==> src/rtl/core/sbso_pkg.sv <==
package sbso_pkg;

	localparam int VOLUME_DEPTH = 18;
	localparam int WORD_W = 32;
	localparam int NORM_W = 32;
	localparam int SLABS = 3;
	localparam int QUEUE_DEPTH = 4;

	localparam int IDX_ORIGIN = 0;
	localparam int IDX_MIN = 3;
	localparam int IDX_MAX = 6;
	localparam int IDX_RECIP = 9;

	typedef enum logic {
		ACT_LOAD = 1'b0,
		ACT_TEST = 1'b1
	} action_t;

	typedef enum logic [1:0] {
		CAUSE_HIT = 2'd0,
		CAUSE_BOUNDS = 2'd1,
		CAUSE_PARALLEL = 2'd2,
		CAUSE_EMPTY = 2'd3
	} cause_t;

	typedef enum logic [1:0] {
		NRM_IDLE,
		NRM_SQUARE,
		NRM_ROOT
	} nrm_state_t;

	typedef logic signed [WORD_W-1:0] vol_t [VOLUME_DEPTH];
	typedef logic [NORM_W-1:0] norm_t [SLABS];

	typedef struct packed {
		logic busy;
		logic done;
	} nrm_stat_t;

	typedef struct packed {
		logic bounds;
		logic [SLABS-1:0] par;
		logic [SLABS-1:0] par_rej;
	} slab_flags_t;

endpackage

==> src/rtl/core/sbso_queue.sv <==
module sbso_queue #(
	parameter int CW = 24
) (
	input  logic clk,
	input  logic arst_n,
	input  logic push,
	input  logic signed [CW-1:0] in_x,
	input  logic signed [CW-1:0] in_y,
	input  logic signed [CW-1:0] in_z,
	input  logic [CW-2:0] in_radius,
	input  logic [CW-2:0] in_height,
	input  logic pop,
	output logic signed [CW-1:0] out_x,
	output logic signed [CW-1:0] out_y,
	output logic signed [CW-1:0] out_z,
	output logic [CW-2:0] out_radius,
	output logic [CW-2:0] out_height,
	output logic nonempty,
	output logic full
);
	import sbso_pkg::*;

	localparam int AW = $clog2(QUEUE_DEPTH);

	logic signed [CW-1:0] x_q[QUEUE_DEPTH], y_q[QUEUE_DEPTH], z_q[QUEUE_DEPTH];
	logic [CW-2:0] r_q[QUEUE_DEPTH], h_q[QUEUE_DEPTH];
	logic [AW-1:0] wr_q, rd_q;
	logic [AW:0] cnt_q;
	logic do_pop;

	assign nonempty = cnt_q != '0;
	assign full = cnt_q == (AW + 1)'(QUEUE_DEPTH);
	assign do_pop = pop && nonempty;

	assign out_x = x_q[rd_q];
	assign out_y = y_q[rd_q];
	assign out_z = z_q[rd_q];
	assign out_radius = r_q[rd_q];
	assign out_height = h_q[rd_q];

	always_ff @(posedge clk or negedge arst_n) begin
		if (!arst_n) begin
			wr_q <= '0;
			rd_q <= '0;
			cnt_q <= '0;
		end else begin
			if (push) wr_q <= wr_q + 1'b1;
			if (do_pop) rd_q <= rd_q + 1'b1;
			case ({push, do_pop})
				2'b10: cnt_q <= cnt_q + 1'b1;
				2'b01: cnt_q <= cnt_q - 1'b1;
				default: cnt_q <= cnt_q;
			endcase
		end
	end

	always_ff @(posedge clk) begin
		if (push) begin
			x_q[wr_q] <= in_x;
			y_q[wr_q] <= in_y;
			z_q[wr_q] <= in_z;
			r_q[wr_q] <= in_radius;
			h_q[wr_q] <= in_height;
		end
	end

endmodule

==> config.mk <==
export PLATFORM = sky130hd
export DESIGN_NAME = sbso_queue
export DESIGN_NICKNAME = d
export VERILOG_FILES = /design/src/rtl/core/sbso_pkg.sv /design/src/rtl/core/sbso_queue.sv
export SDC_FILE = /design/constraint.sdc
export NUM_CORES = 1
export LEC_CHECK = 0
export CAP_MARGIN = 20
export CORE_UTILIZATION = 54
export DETAILED_ROUTE_END_ITERATION = 7
export DONT_BUFFER_PORTS = 1
export PLACE_DENSITY = 0.75
export SLEW_MARGIN = 10
export SYNTH_ARGS = -nofsm -noshare
export SYNTH_HDL_FRONTEND = slang
export SYNTH_SLANG_ARGS = --single-unit
==> constraint.sdc <==
create_clock -name clk -period 3.5 [get_ports clk]
set_input_delay 0.875 -clock clk [delete_from_list [all_inputs] [get_ports clk]]
set_output_delay 0.875 -clock clk [all_outputs]
set_load 0.05 [all_outputs]
# ---- After elaboration in Yosys (flattened, before gate mapping)
# Memories as Yosys holds them, arrays and structs flattened.
# Cells that the tools add are included.
dict set report totals {
  memories 5
  regBits 7
  rom_bits 0
  out_inout_bits 120
  in_bits 122
  latch_bits 0
  mem_bits_rw 472
}
# name depth word_bits rd rd_ports_with_merged_regs write_ports line_no
set memory_table {}
lappend memory_table {x_q 4 24 1 0 1 sbso_queue.sv:25} ;# logic signed [CW-1:0] x_q[QUEUE_DEPTH], y_q[QUEUE_DEPTH], z_q[QUEUE_DEPTH];
lappend memory_table {y_q 4 24 1 0 1 sbso_queue.sv:25}
lappend memory_table {z_q 4 24 1 0 1 sbso_queue.sv:25}
lappend memory_table {h_q 4 23 1 0 1 sbso_queue.sv:26} ;# logic [CW-2:0] r_q[QUEUE_DEPTH], h_q[QUEUE_DEPTH];
lappend memory_table {r_q 4 23 1 0 1 sbso_queue.sv:26}
dict set report op_classes {
  n_eq_ne 3
  bitwise_logic 0
  n_reduce_logical 3
  order_cmp 0
  add_sub_neg 4
  muxes 3
  n_shift 0
  multipliers 0
  n_div 0
}
# operator n
set op_table {}
lappend op_table {{$pmux W3 S2} 1}
lappend op_table {{$add A2 B1 Y2 const B} 2}
lappend op_table {{$add A3 B1 Y3 const B} 1}
lappend op_table {{$eq A3 B3 Y1 const B} 1}
lappend op_table {{$reduce_bool A3 Y1} 1}
lappend op_table {{$sub A3 B1 Y3 const B} 1}
lappend op_table {{$eq A2 B1 Y1 const B} 1}
lappend op_table {{$eq A2 B2 Y1 const B} 1}
lappend op_table {{$mux W1} 2}
lappend op_table {{$reduce_bool A2 Y1} 1}
lappend op_table {{$logic_and A1 B1 Y1} 1}

# ---- Depth between registers and ports, before layout
# Gate-level depths: netlist of the first run.
dict set report depth {
  depth_word 4
  mapped_depth 7
}

# ---- Least setup slack after synthesis of the first run
# Ideal clock, no wire load.
dict set report synth_timing {
  path_type {input -> register}
  from {input push}
  to {memory h_q[0][0] (netlist bit), enable pin}
  arrival_time_ps 3585
  stages 1
  setup_time_ps 490
  path_slack_ps -575
  required_ps 3010
  path_buffers 0
  cell_sequence {and2_1}
}
dict set report synth_between {
  elab_chain_cells 2
}
# element line_no
set synth_lines {}
lappend synth_lines {{start, declared} sbso_queue.sv:6} ;# input logic push,
lappend synth_lines {{$mux W1} sbso_queue.sv:58} ;# if (push) begin
lappend synth_lines {{$mux W1 (implied by the code)} sbso_queue.sv:63} ;# h_q[wr_q] <= in_height;
lappend synth_lines {{end, declared} sbso_queue.sv:26}
# Every way passes these cells.

# ---- Worst setup path in the final report of the first run
dict set report layout_timing {
  from {register rd_q[0]}
  to {output out_x[15]}
}
dict set report layout_between {
  elab_chain_cells 1
}
# element line_no
set layout_lines {}
lappend layout_lines {{start, declared} sbso_queue.sv:27} ;# logic [AW-1:0] wr_q, rd_q;
lappend layout_lines {{start signal, assigned} sbso_queue.sv:48} ;# if (do_pop) rd_q <= rd_q + 1'b1;
lappend layout_lines {{$mem_v2 Z4 W24} -}
lappend layout_lines {{end, declared} sbso_queue.sv:13} ;# output logic signed [CW-1:0] out_x,
# Every way passes these cells.

==> results_dict.tcl, run 1 <==
set metrics [dict create \
    skew_ps 22.95 \
    synth_edf_count 472 \
    post_cts_resized 0 \
    place.gp.congestion 0.7481 \
    ys_types 20 \
    coreArea_um2 31640 \
    grt_pass1_wl_um 45170 \
    relSlewSlack_pct 55.01 \
    antenna_cells 0 \
    gr-total-overflow 0 \
    dr_wl_met3_um 2807 \
    die_x_um 181.7 \
    clock-sinks 479 \
    worstPathMaxFanout 79 \
    postCtsHoldBufs 1 \
    drtAntennaViolNets 0 \
    rsz0062_at_grt "false" \
    layout-drive-gt1-share_pct 27.43 \
    antenna_found_initial 0 \
    dieArea_um2 33000 \
    end_kind "output pin" \
    whs_ps 421.1 \
    cap_violations 0 \
    first_pass_iters 4 \
    crit_arrival_ps 2350 \
    top_layer "met4" \
    hpwlAfterDp_um 18080 \
    yosysSeqAreaShare_pct 82.32 \
    grt_max_degree 80 \
    start_kind "register" \
    tightestPinTransition_ps 674.8 \
    clock.fmax_mhz 310.4 \
    cts_tree "done" \
    ios 242 \
    wl_met2_um 15220 \
    drtIter0Drc 432 \
    syn_nets 781 \
    period_share_pct 92.05 \
    min_path_type "in -> reg" \
    synthArstFlopShare_pct 1.461 \
    ys_warn_count 0 \
    crit_type "reg -> out" \
    syn_to_final_growth_pct 11.64 \
    synth.largest_area_cell "edfxtp_1" \
    rows 65 \
    period_minus_slack_ps 3222 \
    setup_tns_ps 0 \
    clockBufferDepth 3 \
    clk_latency_ps 540 \
    drv_slew 0 \
    cts_made_buffers 47 \
    num-nets-final 819 \
    crit_required_ps 2620 \
    synth.top_cells.by_count "edfxtp_1, mux4_2, buf_2" \
    routedWlPerCell_um 26.11 \
    grt_pass1_vias 7463 \
    grt_usage_pct 18.33 \
    syn_inst 653 \
    setup_viol 0 \
    ys_top_cells_by_area "edfxtp_1, mux4_2, dfrtp_1" \
    met1Wirelength_um 10720 \
    io_buffers 0 \
    synth_area_per_cell_um2 26.69 \
    synthesis.area_um2 17430 \
    die_h_um 181.7 \
    yosys.area.top_type_share_pct 81.32 \
    hold_viol_final 0 \
    yosys_register_bits 479 \
    clockRootBuffer "clkbuf_16" \
    yosysMostFrequentCell "edfxtp_1" \
    synth_ff_type "edfxtp_1" \
    start_util_pct 55.10 \
    status "completed" \
    via_per_inst 6.014 \
    vias 6802 \
    path_clk_slew_ps 60 \
    post_cts_buffers 0 \
    drc 0 \
    routed_wl_um 29540 \
    cts_max_level 2 \
]
-- layer usage --
layer	GRT usage, %	up-vias
met5	0	-
met3	6.779	64
met4	6.373	0
met1	21.67	3602
li1	-	2895
met2	31.05	241
-- cell families (layout without fill, tap and decap cells) --
group / Yosys count / count (layout) / synth area share, %
and+or+nand+nor: 9 / 9 / 0.2800
AOI/OAI and AO/OA: 2 / 2 / 0.07894
buffers and inverters: 32 / 108 / 1.242
muxes: 119 / 119 / 15.30
adders and majority gates: 6 / 6 / 0.4738
DFF: 479 / 479 / 82.32
xor gates and xnor gates: 6 / 6 / 0.3015
-- worst max-delay path, stage by stage (launching register included) --
cell     delay, ps
dfrtp_4        440
buf_12         460
mux4_2         770
-- layout make-up --
class / instances / area [um2]
flip-flops and latches: 479 / 14360
fillers: 2018 / 12180
multi-input cells: 142 / 2875
clock buffers: 58 / 1239
well taps: 402 / 503.0
clock inverters: 29 / 249.0
repair buffers: 15 / 215.2
inverters: 6 / 22.52
-- registers in the layout (all words and copies together) (netlist names) --
register  cells
x_q          96
y_q          96
z_q          96
h_q          92
r_q          92
cnt_q         3
rd_q          2
wr_q          2
-- final timing paths --
| path | startpoint | to | slack (ps) | cells after the start |
|---|---|---|---|---|
| setup / recovery | rd_q[0]$_DFFE_PN0P_ | out_x[15] | 280 | 2 |
| hold / removal | in_z[18] | z_q[3][18]$_DFFE_PP_ | 420 | 0 |
| setup reg to reg | wr_q[1]$_DFFE_PN0P_ | x_q[1][20]$_DFFE_PP_ | 1430 | 4 |
| hold reg to reg | cnt_q[2]$_DFFE_PN0P_ | cnt_q[2]$_DFFE_PN0P_ | 540 | 1 |
| max in group asynchronous | arst_n | rd_q[0]$_DFFE_PN0P_ | 2530 | 1 |
| min in group asynchronous | arst_n | rd_q[1]$_DFFE_PN0P_ | 680 | 1 |
-- through the flow --
step | utilization [%] | std cells | instance area (um2) | setup slack, ps
after CTS | 61.51 | 1131 | 19460 | 239.2
after detailed placement | 56.78 | 1043 | 17960 | 832.6
final | 61.51 | 1131 | 19460 | 278.2
after global placement | 56.78 | 1043 | 17960 | 836.8
after global routing | 61.51 | 1131 | 19460 | 152.5
after floorplan | - | 653 | 17440 | 715.5
-- cells in the final DEF, fill, tap and decap left out, types with 4 or more instances in the layout --
| cell | Yosys | layout |
|---|---|---|
| and2_4 | 0 | 4 |
| buf_12 | 0 | 8 |
| buf_4 | 1 | 6 |
| bufinv_16 | 0 | 4 |
| clkbuf_1 | 1 | 10 |
| clkbuf_16 | 0 | 48 |
| clkinv_1 | 0 | 15 |
| clkinv_2 | 0 | 6 |
| dfrtp_1 | 7 | 5 |
| edfxtp_1 | 472 | 472 |
| ha_1 | 5 | 5 |
| inv_1 | 6 | 6 |
| mux4_2 | 118 | 118 |
| xor2_1 | 4 | 4 |
Power of run 1 is not shown: default switching activity piles up to over one toggle a cycle in this logic, so the estimate is an artifact.
==> inputs of run 2 (changes only) <==
- GPL_ROUTABILITY_DRIVEN: default -> 0
- GPL_TIMING_DRIVEN: default -> 0
==> run 2 against run 1 <==
  * Non-clock buffer count up 20
  * Global-route usage up 0.77 points
  * Critical path type unchanged
  * Routed wire length up 4.7%
  * Worst setup slack worse by 140 ps
  * Sequential share of layout area down 0.94 points
  * Via count up 1.6%
  * Critical endpoint is now out_y[2]
  * Register-to-register slack worse by 40 ps
==> results_dict.tcl, run 2 (synthesis results as in run 1) <==
set metrics [dict create \
    clockRootBuffer "clkbuf_16" \
    cts_made_buffers 46 \
    io_buffers 0 \
    clk_latency_ps 550 \
    grt_pass1_wl_um 46530 \
    layout-drive-gt1-share_pct 29.99 \
    clockBufferDepth 3 \
    layout_common_cells "edfxtp_1, mux4_2, clkbuf_16" \
    cts_max_level 2 \
    setup_tns_ps 0 \
    vias 6911 \
    whs_path_depth 0 \
    via_per_inst 6.015 \
    start_util_pct 55.10 \
    top_regs "x_q (96), y_q (96), z_q (96)" \
    reg2reg_from "wr_q[0]$_DFFE_PN0P_" \
    min_path_type "in -> reg" \
    drv_slew 0 \
    reg2reg_depth 5 \
    path_clk_slew_ps 60 \
    worstPathMaxFanout 10 \
    layout.cells.non_filler 1149 \
    routed_wl_um 30940 \
    first_pass_iters 5 \
    setup_ws_ps 137.0 \
    routedWlPerCell_um 26.92 \
    coreArea_um2 31640 \
    cap_violations 0 \
    drtAntennaViolNets 0 \
    grt_usage_pct 19.10 \
    drc 0 \
    drtIter0Drc 427 \
    vdd_ir_drop_max_v 0.0005566 \
    skew_ps 28.56 \
    syn_to_final_growth_pct 13.03 \
    period_minus_slack_ps 3363 \
    gr-total-overflow 0 \
    start_kind "register" \
    end_kind "output pin" \
    grt_pass1_vias 7495 \
    rows 65 \
    place_inst 1063 \
    hold_end "h_q[0][1]$_DFFE_PP_" \
    setup_viol 0 \
    antenna_cells 0 \
    hpwlAfterDp_um 19350 \
    p_leak_nw 6.270 \
    grt_max_degree 57 \
    layout_commonest_cell "edfxtp_1" \
    crit_arrival_ps 2490 \
    relSlewSlack_pct 47.48 \
    rrSetupSlack_ps 1390 \
    clock-sinks 479 \
    hold_viol_final 0 \
    period_share_pct 96.09 \
    crit_type "reg -> out" \
    die_h_um 181.7 \
    cts_tree "done" \
    crit_required_ps 2620 \
    post_cts_buffers 0 \
    ios 242 \
    min_from "in_height[1]" \
    clock.fmax_mhz 297.4 \
    rsz0062_at_grt "false" \
    dieArea_um2 33000 \
    antenna_found_initial 0 \
    tightestPinTransition_ps 787.8 \
    status "completed" \
    num-nets-final 838 \
    p_per_area_nw_per_um2 1014 \
    whs_ps 414.0 \
    post-place-ws_ps 604.6 \
    reg2reg_to "z_q[2][0]$_DFFE_PP_" \
    die_x_um 181.7 \
]
[run 2: area by class of cell]
class,count,area [um2]
flip-flops and latches,479,14350
inverters,6,22.52
multi-input cells,142,2875
fillers,2017,11940
repair buffers,9,200.2
clock inverters,32,380.4
plain buffers,26,193.9
clock buffers,53,1177
well taps,402,503.0
[run 2: critical path: stages, from the launching register on]
cell and delay [ps]:
dfrtp_1 360, buf_1 610, buf_2 420, mux4_2 540
[run 2: repair_timing]
item,in CTS,in global routing
setup endpoints to repair,0,1
hold buffers,1,0
resized for setup,0,1
endpoints found under the hold margin,7,0
[run 2: per-stage QoR]
stage | power, mW | instance area (um2) | util (%)
after floorplan | 14.00 | 17440 | -
after global placement | 14.96 | 17940 | 56.70
after detailed placement | 15.17 | 18130 | 57.32
after CTS | 20.23 | 19700 | 62.27
after global routing | 20.65 | 19700 | 62.27
final | 19.98 | 19700 | 62.27
[run 2: routing by layer]
layer | routed length, um | global-route usage (%)
met1 | 11620 | 22.93
met2 | 16140 | 32.86
met3 | 2575 | 6.719
met4 | 602 | 5.288
met5 | 0 | 0
[run 2: worst max-delay path by stage]
stage | startpoint | endpoint | slack [ps] | cells after the start
6_report | rd_q[1]$_DFFE_PN0P_ | out_y[2] | 140 | 3
5_1_grt | rd_q[1]$_DFFE_PN0P_ | out_radius[14] | 2 | 3
4_1_cts | rd_q[1]$_DFFE_PN0P_ | out_y[4] | 20 | 3
3_5_place_dp | rd_q[1]$_DFFE_PN0P_ | out_radius[14] | 600 | 3
3_3_place_gp | push | y_q[3][18]$_DFFE_PP_ | -180 | 1
2_1_floorplan | push | h_q[3][0]$_DFFE_PP_ | 720 | 1
[run 2: report_power, final]
group	switching, mW	internal (mW)	leakage [nW]
clock network	2.02	3.02	0.759
logic	5.35	1.86	1.09
registers	0.246	7.50	4.42
Power figures use the tool's default switching activity.
==> inputs of run 3 (changes only) <==
- PLACE_DENSITY: 0.75 -> 0.72
- clock period: 3.5 -> 3.1 ns (I/O delays scaled with it)
==> run 3 against run 2 <==
  * Critical path depth did not move
  * Count of clock-buffer cells in the layout up 4
  * Clock skew down 14 ps
  * First-iteration DRC count is 13% higher
  * Worst hold slack worse by 84 ps
  * Largest cell class unchanged
  * Highest routed layer unchanged
==> results_dict.tcl, run 3 (synthesis results as in run 1) <==
set metrics [dict create \
    status "completed" \
    num-nets-final 839 \
    drtAntennaViolNets 0 \
    first_pass_iters 4 \
    drv_slew 0 \
    place_area_um2 18160 \
    reg2reg_depth 4 \
    syn_to_final_growth_pct 12.83 \
    clock-sinks 479 \
    crit_path_end "out_x[0]" \
    grt_usage_pct 18.85 \
    ios 242 \
    clockBufferDepth 3 \
    crit_type "reg -> out" \
    nFillCells 2000 \
    met2_usage_pct 31.06 \
    die_h_um 181.7 \
    antenna_found_initial 0 \
    crit_required_ps 2320 \
    cap_violations 0 \
    min_path_type "in -> reg" \
    routed_wl_um 30480 \
    drtIter0Drc 481 \
    top_regs "x_q (96), y_q (96), z_q (96)" \
    hold_viol_final 0 \
    relSlewSlack_pct 56.60 \
    cts_max_level 2 \
    crit_family "multiplexers" \
    layout_common_cells "edfxtp_1, mux4_2, clkbuf_16" \
    drc 0 \
    grt_pass1_vias 7443 \
    gr-total-overflow 0 \
    cts_tree "done" \
    grt_pass1_wl_um 45910 \
    postLayoutCellArea_um2 19670 \
    setup_tns_ps 0 \
    vias 6857 \
    end_kind "output pin" \
    post_cts_buffers 0 \
    critical-path-slowest-cell "mux4_2" \
    grt_use_met3_pct 8.524 \
    crit_path_cell_trace "buf_4 -> buf_6 -> mux4_2" \
    clockRootBuffer "clkbuf_16" \
    final_core_util_pct 62.16 \
    die_x_um 181.7 \
    dieArea_um2 33000 \
    setup_viol 0 \
    rrSetupSlack_ps 1140 \
    rsz0062_at_grt "false" \
    tightestPinTransition_ps 651.0 \
    period_minus_slack_ps 2931 \
    crit_start "rd_q[0]$_DFFE_PN0P_" \
    grt_util_met1_pct 22.70 \
    worstPathMaxFanout 10 \
    clock.fmax_mhz 341.2 \
    path_clk_slew_ps 60 \
    hpwlAfterDp_um 19100 \
    gr-max-usage-layer "met2" \
    io_buffers 0 \
    cpPeakStageDelay_ps 710 \
    period_share_pct 94.55 \
    routedWlPerCell_um 26.62 \
    cp.buffers_inverters 2 \
    cts_made_buffers 47 \
    grt_max_degree 52 \
    via_per_inst 5.989 \
    coreArea_um2 31640 \
    antenna_cells 0 \
    clk_latency_ps 530 \
    crit_arrival_ps 2160 \
    start_util_pct 55.10 \
    layout_commonest_cell "edfxtp_1" \
    crit_cells 3 \
    layout-drive-gt1-share_pct 30.01 \
    skew_ps 14.58 \
    reg2reg_from "wr_q[1]$_DFFE_PN0P_" \
    start_kind "register" \
    rows 65 \
    reg2reg_to "r_q[1][10]$_DFFE_PP_" \
    min_from "in_x[8]" \
]
[run 3: layer usage]
layer / part of all wire (%) / vias up
met1: 36 / 3609
met2: 50 / 264
met5: 0 / -
met3: 12 / 47
li1: - / 2937
met4: 1.9 / 0
[run 3: worst min-delay path by stage]
stage	endpoint	slack (ps)	cells after the start
final	x_q[3][8]$_DFFE_PP_	330	0
after global routing	y_q[1][21]$_DFFE_PP_	300	0
after CTS	h_q[3][2]$_DFFE_PP_	300	0
after detailed placement	cnt_q[0]$_DFFE_PN0P_	480	0
after global placement	cnt_q[1]$_DFFE_PN0P_	480	0
after floorplan	cnt_q[2]$_DFFE_PN0P_	470	1
[run 3: per-stage QoR]
step           setup WS, ps  instances  hold WS (ps)
6_report              168.8       1145         329.5
3_3_place_gp         -485.9       1055         479.6
5_1_grt               44.69       1145         301.3
3_5_place_dp          294.9       1063         479.6
4_1_cts               68.35       1145         304.8
2_1_floorplan         415.5        653         471.2
[run 3: cell type report]
cell class | count | area [um2] | area share [%]
Buffer | 26 | 195.2 | 0.9925
Clock buffer | 57 | 1256 | 6.388
Clock inverter | 24 | 235.2 | 1.196
Inverter | 6 | 22.52 | 0.1145
Multi-Input combinational cell | 142 | 2875 | 14.62
Sequential cell | 479 | 14350 | 72.96
Tap cell | 402 | 503.0 | 2.558
Timing Repair Buffer | 9 | 230.2 | 1.171
[run 3: timing repair]
action,4_1_cts,5_1_grt
hold buffers,1,0
resized for setup,1,0
setup endpoints to repair,99,0
endpoints found under the hold margin,7,0
[run 3: worst reg2reg max path, stage by stage (launching register included)]
cell and delay, ps:
dfrtp_1 410, inv_1 120, ha_1 180, and2_4 540
buf_16 350
Power of run 3 is left out for the same reason.
